<file path="config.mk">
export PLATFORM = sky130hd
export DESIGN_NAME = response_frame_extractor_flat
export DESIGN_NICKNAME = d
export VERILOG_FILES = /design/src/hw/rtl/rfe_pkg.sv /design/src/hw/rtl/rfe_if.sv /design/src/hw/rtl/rfe_cfg_regs.sv /design/src/hw/rtl/response_frame_extractor.sv /design/src/flat_wrapper.sv
export SDC_FILE = /design/constraint.sdc
export NUM_CORES = 1
export LEC_CHECK = 0
export ABC_CLOCK_PERIOD_IN_PS = 5900
export BUFFER_PORTS_ARGS = -buffer_cell sky130_fd_sc_hd__buf_2
export CORE_ASPECT_RATIO = 0.7
export CORE_UTILIZATION = 55
export CTS_BUF_LIST = sky130_fd_sc_hd__clkbuf_8
export DETAILED_ROUTE_END_ITERATION = 12
export PLACE_DENSITY_LB_ADDON = 0.05
export RECOVER_POWER = 25
export SETUP_SLACK_MARGIN = 0.05
export SYNTH_ARGS = -nofsm -noshare
export SYNTH_HDL_FRONTEND = slang
export SYNTH_SLANG_ARGS = --single-unit
</file>
<file path="constraint.sdc">
create_clock -name clk -period 5.9 [get_ports clk]
set_input_delay 0.59 -clock clk [delete_from_list [all_inputs] [get_ports clk]]
set_output_delay 0.59 -clock clk [all_outputs]
set_load 0.02 [all_outputs]
</file>
<file path="src/hw/rtl/rfe_pkg.sv">
// Shared types, constants and helpers for the response frame extractor.
// No dependencies; the other files, apart from rfe_if.sv, refer to it by scoped names.
`timescale 1ns / 1ps

package rfe_pkg;

  localparam int BUFFER_DEPTH = 64;
  localparam int ADDR_W = (BUFFER_DEPTH > 1) ? $clog2(BUFFER_DEPTH) : 1;
  localparam int CNT_W = $clog2(BUFFER_DEPTH + 1);

  localparam int PADDR_W = 4;
  localparam int PDATA_W = 32;

  // Register indexes (byte address bits [3:2])
  localparam logic [1:0] REG_START_BYTE = 2'd0;
  localparam logic [1:0] REG_END_BYTE = 2'd1;
  localparam logic [1:0] REG_SERVICE_LOW = 2'd2;
  localparam logic [1:0] REG_SERVICE_HIGH = 2'd3;

  // Hunt phase codes
  localparam logic [1:0] PH_HUNT = 2'd0;
  localparam logic [1:0] PH_START = 2'd1;
  localparam logic [1:0] PH_FRAME = 2'd2;

  typedef struct packed {
    logic [7:0] start_byte;
    logic [7:0] end_byte;
    logic [3:0] service_low;
    logic [3:0] service_high;
  } cfg_t;

  typedef struct packed {
    logic       valid;
    logic [3:0] value;
  } hex_t;

  // Decode an ASCII hex digit; valid is low for any other byte.
  function automatic hex_t hex_decode(input logic [7:0] b);
    hex_t h;
    h.valid = 1'b0;
    h.value = 4'd0;
    if (b >= 8'h30 && b <= 8'h39) begin
      h.valid = 1'b1;
      h.value = b[3:0];
    end else if ((b >= 8'h41 && b <= 8'h46) || (b >= 8'h61 && b <= 8'h66)) begin
      h.valid = 1'b1;
      h.value = b[3:0] + 4'd9;
    end
    return h;
  endfunction

endpackage

</file>
<file path="src/hw/rtl/rfe_if.sv">
// Valid/ready channel interfaces for received bytes and frame bytes.
// Depends on nothing.
`timescale 1ns / 1ps

interface rfe_in_if;
  logic       valid;
  logic       ready;
  logic [7:0] rx_byte;

  modport source (output valid, output rx_byte, input ready);
  modport sink (input valid, input rx_byte, output ready);
endinterface

interface rfe_out_if;
  logic       valid;
  logic       ready;
  logic [7:0] frame_byte;
  logic       frame_last;

  modport source (output valid, output frame_byte, output frame_last, input ready);
  modport sink (input valid, input frame_byte, input frame_last, output ready);
endinterface

</file>
<file path="src/hw/rtl/rfe_cfg_regs.sv">
// APB-style configuration registers of the response frame extractor.
// Depends on rfe_pkg.
`timescale 1ns / 1ps

module rfe_cfg_regs (
  input  logic                        clk,
  input  logic                        rst_n,
  input  logic                        psel,
  input  logic                        penable,
  input  logic                        pwrite,
  input  logic [rfe_pkg::PADDR_W-1:0] paddr,
  input  logic [rfe_pkg::PDATA_W-1:0] pwdata,
  output logic [rfe_pkg::PDATA_W-1:0] prdata,
  output logic                        pready,
  output rfe_pkg::cfg_t               cfg
);

  rfe_pkg::cfg_t cfg_r;
  rfe_pkg::cfg_t cfg_nxt;
  logic          wr_en;
  logic [1:0]    reg_idx;

  assign pready = 1'b1;
  assign wr_en = psel && penable && pwrite;
  assign reg_idx = paddr[3:2];

  always_comb begin
    cfg_nxt = cfg_r;
    if (wr_en) begin
      unique case (reg_idx)
        rfe_pkg::REG_START_BYTE:   cfg_nxt.start_byte = pwdata[7:0];
        rfe_pkg::REG_END_BYTE:     cfg_nxt.end_byte = pwdata[7:0];
        rfe_pkg::REG_SERVICE_LOW:  cfg_nxt.service_low = pwdata[3:0];
        rfe_pkg::REG_SERVICE_HIGH: cfg_nxt.service_high = pwdata[3:0];
        default:                   cfg_nxt = cfg_r;
      endcase
    end
  end

  always_ff @(posedge clk) begin
    if (!rst_n) begin
      cfg_r.start_byte <= 8'd52;
      cfg_r.end_byte <= 8'd13;
      cfg_r.service_low <= 4'd1;
      cfg_r.service_high <= 4'd10;
    end else begin
      cfg_r <= cfg_nxt;
    end
  end

  always_comb begin
    prdata = '0;
    unique case (reg_idx)
      rfe_pkg::REG_START_BYTE:   prdata[7:0] = cfg_r.start_byte;
      rfe_pkg::REG_END_BYTE:     prdata[7:0] = cfg_r.end_byte;
      rfe_pkg::REG_SERVICE_LOW:  prdata[3:0] = cfg_r.service_low;
      rfe_pkg::REG_SERVICE_HIGH: prdata[3:0] = cfg_r.service_high;
      default:                   prdata = '0;
    endcase
  end

  assign cfg = cfg_r;

endmodule

</file>
<file path="src/hw/rtl/response_frame_extractor.sv">
// Response frame extractor: one received byte per cycle is written into the frame store
// while no drain runs. A closing byte starts a drain: the drain flag is registered, then
// the single read port of the store reads the frame bytes one at a time into the output
// register, holding while the output stalls. Input requests wait while a drain runs.
// Reset (synchronous, active low) clears phase, counts and output valid and restores the
// register defaults; store contents stay undefined, with no clearing pass.
`timescale 1ns / 1ps

module response_frame_extractor (
  input  logic                        clk,
  input  logic                        rst_n,
  rfe_in_if.sink                      in_ch,
  rfe_out_if.source                   out_ch,
  input  logic                        psel,
  input  logic                        penable,
  input  logic                        pwrite,
  input  logic [rfe_pkg::PADDR_W-1:0] paddr,
  input  logic [rfe_pkg::PDATA_W-1:0] pwdata,
  output logic [rfe_pkg::PDATA_W-1:0] prdata,
  output logic                        pready
);

  localparam int AW = rfe_pkg::ADDR_W;
  localparam int CW = rfe_pkg::CNT_W;

  rfe_pkg::cfg_t cfg;

  rfe_cfg_regs u_cfg (
    .clk     (clk),
    .rst_n   (rst_n),
    .psel    (psel),
    .penable (penable),
    .pwrite  (pwrite),
    .paddr   (paddr),
    .pwdata  (pwdata),
    .prdata  (prdata),
    .pready  (pready),
    .cfg     (cfg)
  );

  logic [7:0]    frame_store_r [rfe_pkg::BUFFER_DEPTH];

  logic [1:0]    phase_r, phase_nxt;
  logic [CW-1:0] held_count_r, held_count_nxt;
  logic [AW-1:0] frame_start_r, frame_start_nxt;
  logic          drain_r, drain_nxt;
  logic [AW-1:0] rd_ptr_r, rd_ptr_nxt;
  logic [AW-1:0] end_ptr_r, end_ptr_nxt;
  logic          out_valid_r, out_valid_nxt;
  logic [7:0]    out_byte_r;
  logic          out_last_r;

  logic          in_fire;
  logic          full;
  logic [AW-1:0] wr_addr;
  logic [7:0]    b;
  rfe_pkg::hex_t hex;
  logic          service_ok;
  logic          closes;
  logic          rd_en;
  logic          rd_last;

  assign in_ch.ready = !drain_r;
  assign in_fire = in_ch.valid && !drain_r;
  assign b = in_ch.rx_byte;

  // A full store drops everything held; the new byte opens a fresh store.
  assign full = (held_count_r >= CW'(rfe_pkg::BUFFER_DEPTH));
  assign wr_addr = full ? '0 : held_count_r[AW-1:0];

  assign hex = rfe_pkg::hex_decode(b);
  assign service_ok = hex.valid && (hex.value >= cfg.service_low)
                      && (hex.value <= cfg.service_high);

  assign rd_en = drain_r && (!out_valid_r || out_ch.ready);
  assign rd_last = (rd_ptr_r == end_ptr_r);

  always_comb begin
    phase_nxt = phase_r;
    held_count_nxt = held_count_r;
    frame_start_nxt = frame_start_r;
    drain_nxt = drain_r;
    rd_ptr_nxt = rd_ptr_r;
    end_ptr_nxt = end_ptr_r;
    closes = 1'b0;

    if (in_fire) begin
      held_count_nxt = CW'(wr_addr) + CW'(1);
      if (!full && phase_r == rfe_pkg::PH_FRAME) begin
        closes = (b == cfg.end_byte);
      end else if (!full && phase_r == rfe_pkg::PH_START && service_ok) begin
        phase_nxt = rfe_pkg::PH_FRAME;
        frame_start_nxt = wr_addr - AW'(1);
        closes = (b == cfg.end_byte);
      end else begin
        phase_nxt = (b == cfg.start_byte) ? rfe_pkg::PH_START : rfe_pkg::PH_HUNT;
      end

      if (closes) begin
        drain_nxt = 1'b1;
        rd_ptr_nxt = frame_start_nxt;
        end_ptr_nxt = wr_addr;
        phase_nxt = rfe_pkg::PH_HUNT;
        held_count_nxt = '0;
      end
    end

    // advance the drain one store read at a time
    if (rd_en) begin
      rd_ptr_nxt = rd_ptr_r + AW'(1);
      if (rd_last) begin
        drain_nxt = 1'b0;
      end
    end
  end

  always_comb begin
    if (rd_en) begin
      out_valid_nxt = 1'b1;
    end else if (out_ch.ready) begin
      out_valid_nxt = 1'b0;
    end else begin
      out_valid_nxt = out_valid_r;
    end
  end

  always_ff @(posedge clk) begin
    if (!rst_n) begin
      phase_r <= rfe_pkg::PH_HUNT;
      held_count_r <= '0;
      drain_r <= 1'b0;
      out_valid_r <= 1'b0;
    end else begin
      phase_r <= phase_nxt;
      held_count_r <= held_count_nxt;
      drain_r <= drain_nxt;
      out_valid_r <= out_valid_nxt;
    end
  end

  always_ff @(posedge clk) begin
    frame_start_r <= frame_start_nxt;
    rd_ptr_r <= rd_ptr_nxt;
    end_ptr_r <= end_ptr_nxt;
  end

  // Frame store: one write port for received bytes, one registered read port for the drain.
  // The read register doubles as the output payload; hold it while the output stalls.
  always_ff @(posedge clk) begin
    if (in_fire) begin
      frame_store_r[wr_addr] <= b;
    end
    if (rd_en) begin
      out_byte_r <= frame_store_r[rd_ptr_r];
      out_last_r <= rd_last;
    end
  end

  assign out_ch.valid = out_valid_r;
  assign out_ch.frame_byte = out_byte_r;
  assign out_ch.frame_last = out_last_r;

endmodule

</file>
<file path="src/flat_wrapper.sv">
// flat-port wrapper written by rule: the top's interface ports become plain ports
module response_frame_extractor_flat 
  (clk, rst_n, psel, penable, pwrite, paddr, pwdata, prdata, pready, in_ch_valid, in_ch_rx_byte, in_ch_ready, out_ch_valid, out_ch_frame_byte, out_ch_frame_last, out_ch_ready);
  rfe_in_if in_ch_i ();
  rfe_out_if out_ch_i ();
  input  logic clk;
  input  logic rst_n;
  input  logic psel;
  input  logic penable;
  input  logic pwrite;
  input  logic [rfe_pkg::PADDR_W-1:0] paddr;
  input  logic [rfe_pkg::PDATA_W-1:0] pwdata;
  output logic [rfe_pkg::PDATA_W-1:0] prdata;
  output logic pready;
  input wire logic [$bits(in_ch_i.valid)-1:0] in_ch_valid;
  input wire logic [$bits(in_ch_i.rx_byte)-1:0] in_ch_rx_byte;
  output wire logic [$bits(in_ch_i.ready)-1:0] in_ch_ready;
  output wire logic [$bits(out_ch_i.valid)-1:0] out_ch_valid;
  output wire logic [$bits(out_ch_i.frame_byte)-1:0] out_ch_frame_byte;
  output wire logic [$bits(out_ch_i.frame_last)-1:0] out_ch_frame_last;
  input wire logic [$bits(out_ch_i.ready)-1:0] out_ch_ready;
  assign in_ch_i.valid = in_ch_valid;
  assign in_ch_i.rx_byte = in_ch_rx_byte;
  assign in_ch_ready = in_ch_i.ready;
  assign out_ch_valid = out_ch_i.valid;
  assign out_ch_frame_byte = out_ch_i.frame_byte;
  assign out_ch_frame_last = out_ch_i.frame_last;
  assign out_ch_i.ready = out_ch_ready;
  response_frame_extractor u_core (.clk(clk), .rst_n(rst_n), .in_ch(in_ch_i), .out_ch(out_ch_i), .psel(psel), .penable(penable), .pwrite(pwrite), .paddr(paddr), .pwdata(pwdata), .prdata(prdata), .pready(pready));
endmodule
</file>
; Yosys cells after proc, flatten, opt, wreduce, memory -nomap -nowiden
; Memories as Yosys holds them, arrays and structs flattened. A register that Yosys moved wholly into a read port is not among the register bits.
; Index checks and enable logic that the tools add are counted.
[totals]
out_inout_bits = 44
ff_bits = 54
word_cells = 89
inputBits = 51
mem_count = 1
mem_bits_rw = 512
[memory_table]
columns = name, words, word_bits, rd, rd_ports_with_merged_regs, wr, line_no
row1 = u_core.frame_store_r, 64, 8, 1, 1, 1, response_frame_extractor.sv:41  ; logic [7:0] frame_store_r [rfe_pkg::BUFFER_DEPTH];
[op_classes]
eq_ne = 9
reduce_logical = 28
add_sub_neg = 4
magnitude_cmp = 9
n_mux = 26
[op_table]
columns = operator, count
row1 = two-way mux 6 bit, 6
row2 = == test 8 bit, 2
row3 = >= comparator 8 x 7 -> 1 bit (second input constant), 2
row4 = less-or-equal comparator 8 x 7 -> 1 bit (second input constant), 2
row5 = case mux 4 bit (4 select lines), 1
row6 = AND reduction 2 bit, 7
row7 = logical AND 1 bit, 12
row8 = two-way mux 1 bit, 12
row9 = two-way mux 5 bit, 2
row10 = >= comparator 8 x 6 -> 1 bit (second input constant), 1
row11 = less-or-equal comparator 8 x 6 -> 1 bit (second input constant), 1
row12 = case mux 4 bit (2 select lines), 1
row13 = adder 6 x 1 -> 7 bit (second input constant), 1
row14 = >= comparator 7 bit (second input constant), 1
row15 = two-way mux 7 bit, 1
row16 = adder 6 x 1 -> 6 bit (second input constant), 1
row17 = == test 2 bit (second input constant), 3
row18 = == test 6 bit, 1
row19 = two-way mux 2 bit, 3
row20 = nonzero test 2 bit, 3
row21 = subtractor 6 x 1 -> 6 bit (second input constant), 1
row22 = adder 4 bit (second input constant), 1
row23 = == test 2 x 1 -> 1 bit (second input constant), 2
row24 = >= comparator 4 bit, 1
row25 = other kinds (5), 8

; Longest topological paths before layout
[depth]
depth_word = 16
ltp_mapped = 14
depth_no_buf = 13

; Modules after synthesis
; From an unflattened synthesis, not the netlist that was laid out.
[hier_totals]
cells_unflattened = 1312
area_unflattened_um2 = 23632.7
[modules_own_cells]
columns = module, instances, seq_area_each_um2, area_each_um2, cells_each
row1 = response_frame_extractor, 1, 16405.7, 22292.6, 1171
row2 = rfe_cfg_regs, 1, 480.5, 1340.0, 141

; Worst setup path before layout
; OpenSTA, ideal clock, no wires.
[synth_path]
kind = in2reg
start = in in_ch_rx_byte[0]
end = reg u_core.rd_ptr_r[0], enable pin
path_slack_ns = 1.930
n_path_buf = 1
path_stages = 14
t_arrival_ns = 3.593
setup_ns = 0.377
required_ns = 5.523
path_cell_list = clkbuf_1 > inv_1 > ha_1 > o21bai_4 > a2111oi_4 > and2b_1 > nor2_1 > nor2_1 > ha_1 > and4_1 > a21oi_1 > o41a_1 > or2_1 > o21ai_0
[synth_between]
elab_chain_len = 14
elab_cells_between_ends = 24
classes_between = add/sub (1) / order compare (8) / eq/ne (1) / mux (5) / reduce/logical (9)
[synth_lines]
columns = item, line_no
row1 = start: declaration, flat_wrapper.sv:16  ; input wire logic [$bits(in_ch_i.rx_byte)-1:0] in_ch_rx_byte;
row2 = >= comparator 8 x 7 -> 1 bit / less-or-equal comparator 8 x 7 -> 1 bit (equally long branches), rfe_pkg.sv:45  ; end else if ((b >= 8'h41 && b <= 8'h46) || (b >= 8'h61 && b <= 8'h66)) begin
row3 = logical AND 1 bit, rfe_pkg.sv:45
row4 = logical OR 1 bit, rfe_pkg.sv:45
row5 = two-way mux 5 bit, rfe_pkg.sv:45
row6 = two-way mux 5 bit, rfe_pkg.sv:42  ; if (b >= 8'h30 && b <= 8'h39) begin
row7 = >= comparator 4 bit, response_frame_extractor.sv:72  ; assign service_ok = hex.valid && (hex.value >= cfg.service_low)
row8 = logical AND 1 bit, response_frame_extractor.sv:72
row9 = logical AND 1 bit, response_frame_extractor.sv:73  ; && (hex.value <= cfg.service_high);
row10 = logical AND 1 bit, response_frame_extractor.sv:91  ; end else if (!full && phase_r == rfe_pkg::PH_START && service_ok) begin
row11 = two-way mux 1 bit, response_frame_extractor.sv:91
row12 = two-way mux 1 bit *, response_frame_extractor.sv:89  ; if (!full && phase_r == rfe_pkg::PH_FRAME) begin
row13 = two-way mux 1 bit *, response_frame_extractor.sv:87  ; if (in_fire) begin
row14 = nonzero test 2 bit (no line) *, -
row15 = AND reduction 2 bit (no line) *, -
row16 = end signal: assignment, response_frame_extractor.sv:143  ; rd_ptr_r <= rd_ptr_nxt;
row17 = end: declaration, response_frame_extractor.sv:47  ; logic [AW-1:0] rd_ptr_r, rd_ptr_nxt;
; Every way passes the cells marked *; elsewhere a longest branch is shown, timed or not. The select of a mux whose other input is x is not followed.
; A chain may end at the register's enable or synchronous reset.

; Worst setup path after layout
[layout_path]
start = in in_ch_rx_byte[3]
end = reg u_core.rd_ptr_r[1], enable pin
; Same word-level chain as after synthesis.

==> qor.csv <==
stage,metric,value,unit
sta,part of the cycle the worst path needs,0.778,
critical_path,WP data required,6.17,ns
drt,DR vias/cell,6.10,
die,die area,43400,um2
sta,hold violation count in the final report,0,
critical_path,CP cell instances,clkbuf_1 > clkbuf_1 > xor2_1 > nor4_1 > nand2_1 > or2_1 > o21ai_0,
synthesis,synth cell count leaders,"edfxtp_1, mux4_2, nor2_1",
die,chip width,249,um
die,Chip Height,175,um
place,pre-CTS setup slack,1.16,ns
job,max_cap viols,3,
die,Core Box Area,41500,um2
outcome,violated checks,"max-capacitance violations, max-slew violations",
synthesis,Post-Syn Area,23400,um2
cts,H-tree levels,3,
synthesis,Post-synth top flop,edfxtp_1,
drt,Routed Antenna Nets,0,
synthesis,most common cell in the synthesized netlist,edfxtp_1,
grt,largest net degree at the start of global routing,98,
grt,first-pass GRT wire length,78600,um
synthesis,Netlist cell types,62,
synthesis,Gate Count Post-Synth,1289,
layout,fin area,25600,um2
cts,CTS buffer count,84,
die,FP Rows,62,
cts,post_cts resized,0,
sta,Fin Setup TNS,0,ns
synthesis,Ys Warns,0,
sta,Slew HR,-1.08,
sta,Period minus WS final,4.59,ns
sta,RSZ-0062 raised after global routing,false,
cts,clock slew seen by the registers of the worst setup and hold paths,0.06,ns
drt,Initial DRT Pass Iterations,7,
cts,CTS tree,done,
grt,initial antenna violation count,1,
layout,Final nets,1430,
drt,wire per inst,27.3,um
sta,setup slack after layout,1.31,ns
critical_path,WP data arrival,4.86,ns
sta,fmax,0.218,GHz
synthesis,Async SR Flop Fraction,0,
grt,vias in the first global route,11900,
place,HPWL after detailed placement,32500,um
cts,Clock Latency Late Sink,0.65,ns
critical_path,Most Frequent Cell on Critical Path,clkbuf_1,
die,Initial Util,0.564,
cts,clk root buf,clkbuf_8,
cts,CTS sink cnt,574,
layout,share of layout cells above drive strength 1,0.202,
sta,clk_skew,0.0209,ns
grt,Total Routing Usage GR,0.253,
synthesis,syn avg cell area,18.2,um2
drt,drt total wl,53700,um
critical_path,"slowest stage delay, CP",2.24,ns
cts,Max Buffers Root-to-Sink,3,
power_and_ir_drop,pwr dens,298,nW/um2
synthesis,"EDFF count, synth",539,
synthesis,"top cells by area, synth","edfxtp_1, mux4_2, mux2i_1",
sta,final setup vio count,0,
outcome,status,"finished, violations left",
grt,grt total ovfl,0,
die,IO Count,95,
synthesis,synthesized flop and latch total,574,
drt,DRT iter0 DRCs,1413,
synthesis,top cell type by total area after synthesis,edfxtp_1,
synthesis,register area share after synthesis,0.721,
critical_path,kind of critical path,primary input to register,
drt,DRC Markers,0,
layout,synthesis-to-layout area growth,9.29,%
cts,setup repair bufs after CTS,0,
critical_path,CP Launch Type,primary input,
worst_hold_path,HP Class,primary input to register,
place,placed inst area,24100,um2
power_and_ir_drop,VDD IR max,213,uV
critical_path,slowest library cell on the worst path,clkbuf_1,
place,IO Port Bufs,43,
sta,Slew @ Worst Pin,3.12,ns
cts,CTS Hold Bufs,0,
layout,n_diodes,0,
critical_path,Max Fanout on Critical Path,66,
sta,Pins Over Slew Limit,134,
place,GPL Wtd Cong,0.806,
power_and_ir_drop,leak pwr,8.36,nW
synthesis,top-area cell type share of the netlist area,0.691,
critical_path,CP Capture Type,register,
drt,Vias,12000,
[area by class of cell]
class / count / area (um2)
Clock inverter: 57 / 315
Inverter: 19 / 71.3
Clock buffer: 87 / 1200
Timing Repair Buffer: 64 / 389
Multi-Input combinational cell: 622 / 6060
Fill cell: 2998 / 15900
Sequential cell: 574 / 16900
Tap cell: 544 / 681
[worst max-delay path: cells and delay by family]
kind | cells | cell delay, ns
xor gates and xnor gates | 1 | 0.16
AOI/OAI and AO/OA | 1 | 0.68
and+or+nand+nor | 3 | 0.93
buffers and inverters | 2 | 2.50
[final timing paths]
kind | cells after the start | slack, ns | from | to
worst min-delay path | 3 | 0.18 | pwdata[5] | u_core.u_cfg.cfg[21]
worst min register to register | 2 | 0.50 | u_core.phase_r[0] | u_core.phase_r[0]
worst max-delay path | 7 | 1.31 | in_ch_rx_byte[3] | u_core.rd_ptr_r[1]
worst max register to register | 7 | 2.36 | u_core.rd_ptr_r[0] | u_core.out_ch.frame_byte[6]
[registers in the layout, indices dropped and copies added (netlist names)]
| name | count |
|---|---|
| u_core.frame_store_r | 512 |
| u_core.u_cfg.cfg | 24 |
| u_core.out_ch.frame_last | 1 |
| u_core.frame_start_r | 6 |
| u_core.out_ch.valid | 1 |
| u_core.out_ch.frame_byte | 8 |
| u_core.held_count_r | 7 |
| u_core.rd_ptr_r | 6 |
| u_core.drain_r | 1 |
| u_core.phase_r | 2 |
| u_core.end_ptr_r | 6 |
[per-stage QoR]
stage / cells / util / total power (W) / hold WS [ns]
final: 1967 / 0.617 / 0.00763 / 0.182
after global routing: 1967 / 0.617 / 0.00786 / 0.162
after CTS: 1967 / 0.617 / 0.00767 / 0.133
after detailed placement: 1823 / 0.581 / 0.00475 / 0.486
after global placement: 1823 / 0.581 / 0.00474 / 0.479
after floorplan: 1312 / - / 0.00465 / 0.457
[report_power, final]
part | internal [W] | leakage [nW] | switching (W) | total (W)
combinational | 0.0000429 | 2.39 | 0.000145 | 0.000187
sequential | 0.00447 | 5.14 | 0.00000628 | 0.00447
clock | 0.00149 | 0.833 | 0.00148 | 0.00297
[kinds of logic after synthesis]
group                    share of synthesized area
buffers and inverters                       0.0242
XOR/XNOR                                    0.0116
multiplexers                                 0.153
AND/OR/NAND/NOR                             0.0450
other                                     0.000321
adder cells (fa/ha/maj)                    0.00748
AO/OA/AOI/OAI                               0.0376
flip-flops                                   0.721
[placed cells by master (no fill, tap or decap), types with 25 or more instances in the layout]
cell type,n
clkbuf_8,87
edfxtp_1,539
inv_1,38
mux2i_1,82
dfxtp_1,35
nand2_1,35
conb_1,25
clkinv_1,28
buf_2,35
mux4_2,116
nor2_1,95
[metal layers]
metal | wire length, um | vias to the layer above | GRT usage
met2 | 23700 | 461 | 0.363
li1 | - | 5255 | -
met5 | 0 | - | 0
met3 | 4700 | 79 | 0.0725
met1 | 24100 | 6197 | 0.379
met4 | 1140 | 0 | 0.0740
No activity file was read; power rests on OpenSTA's default activity.
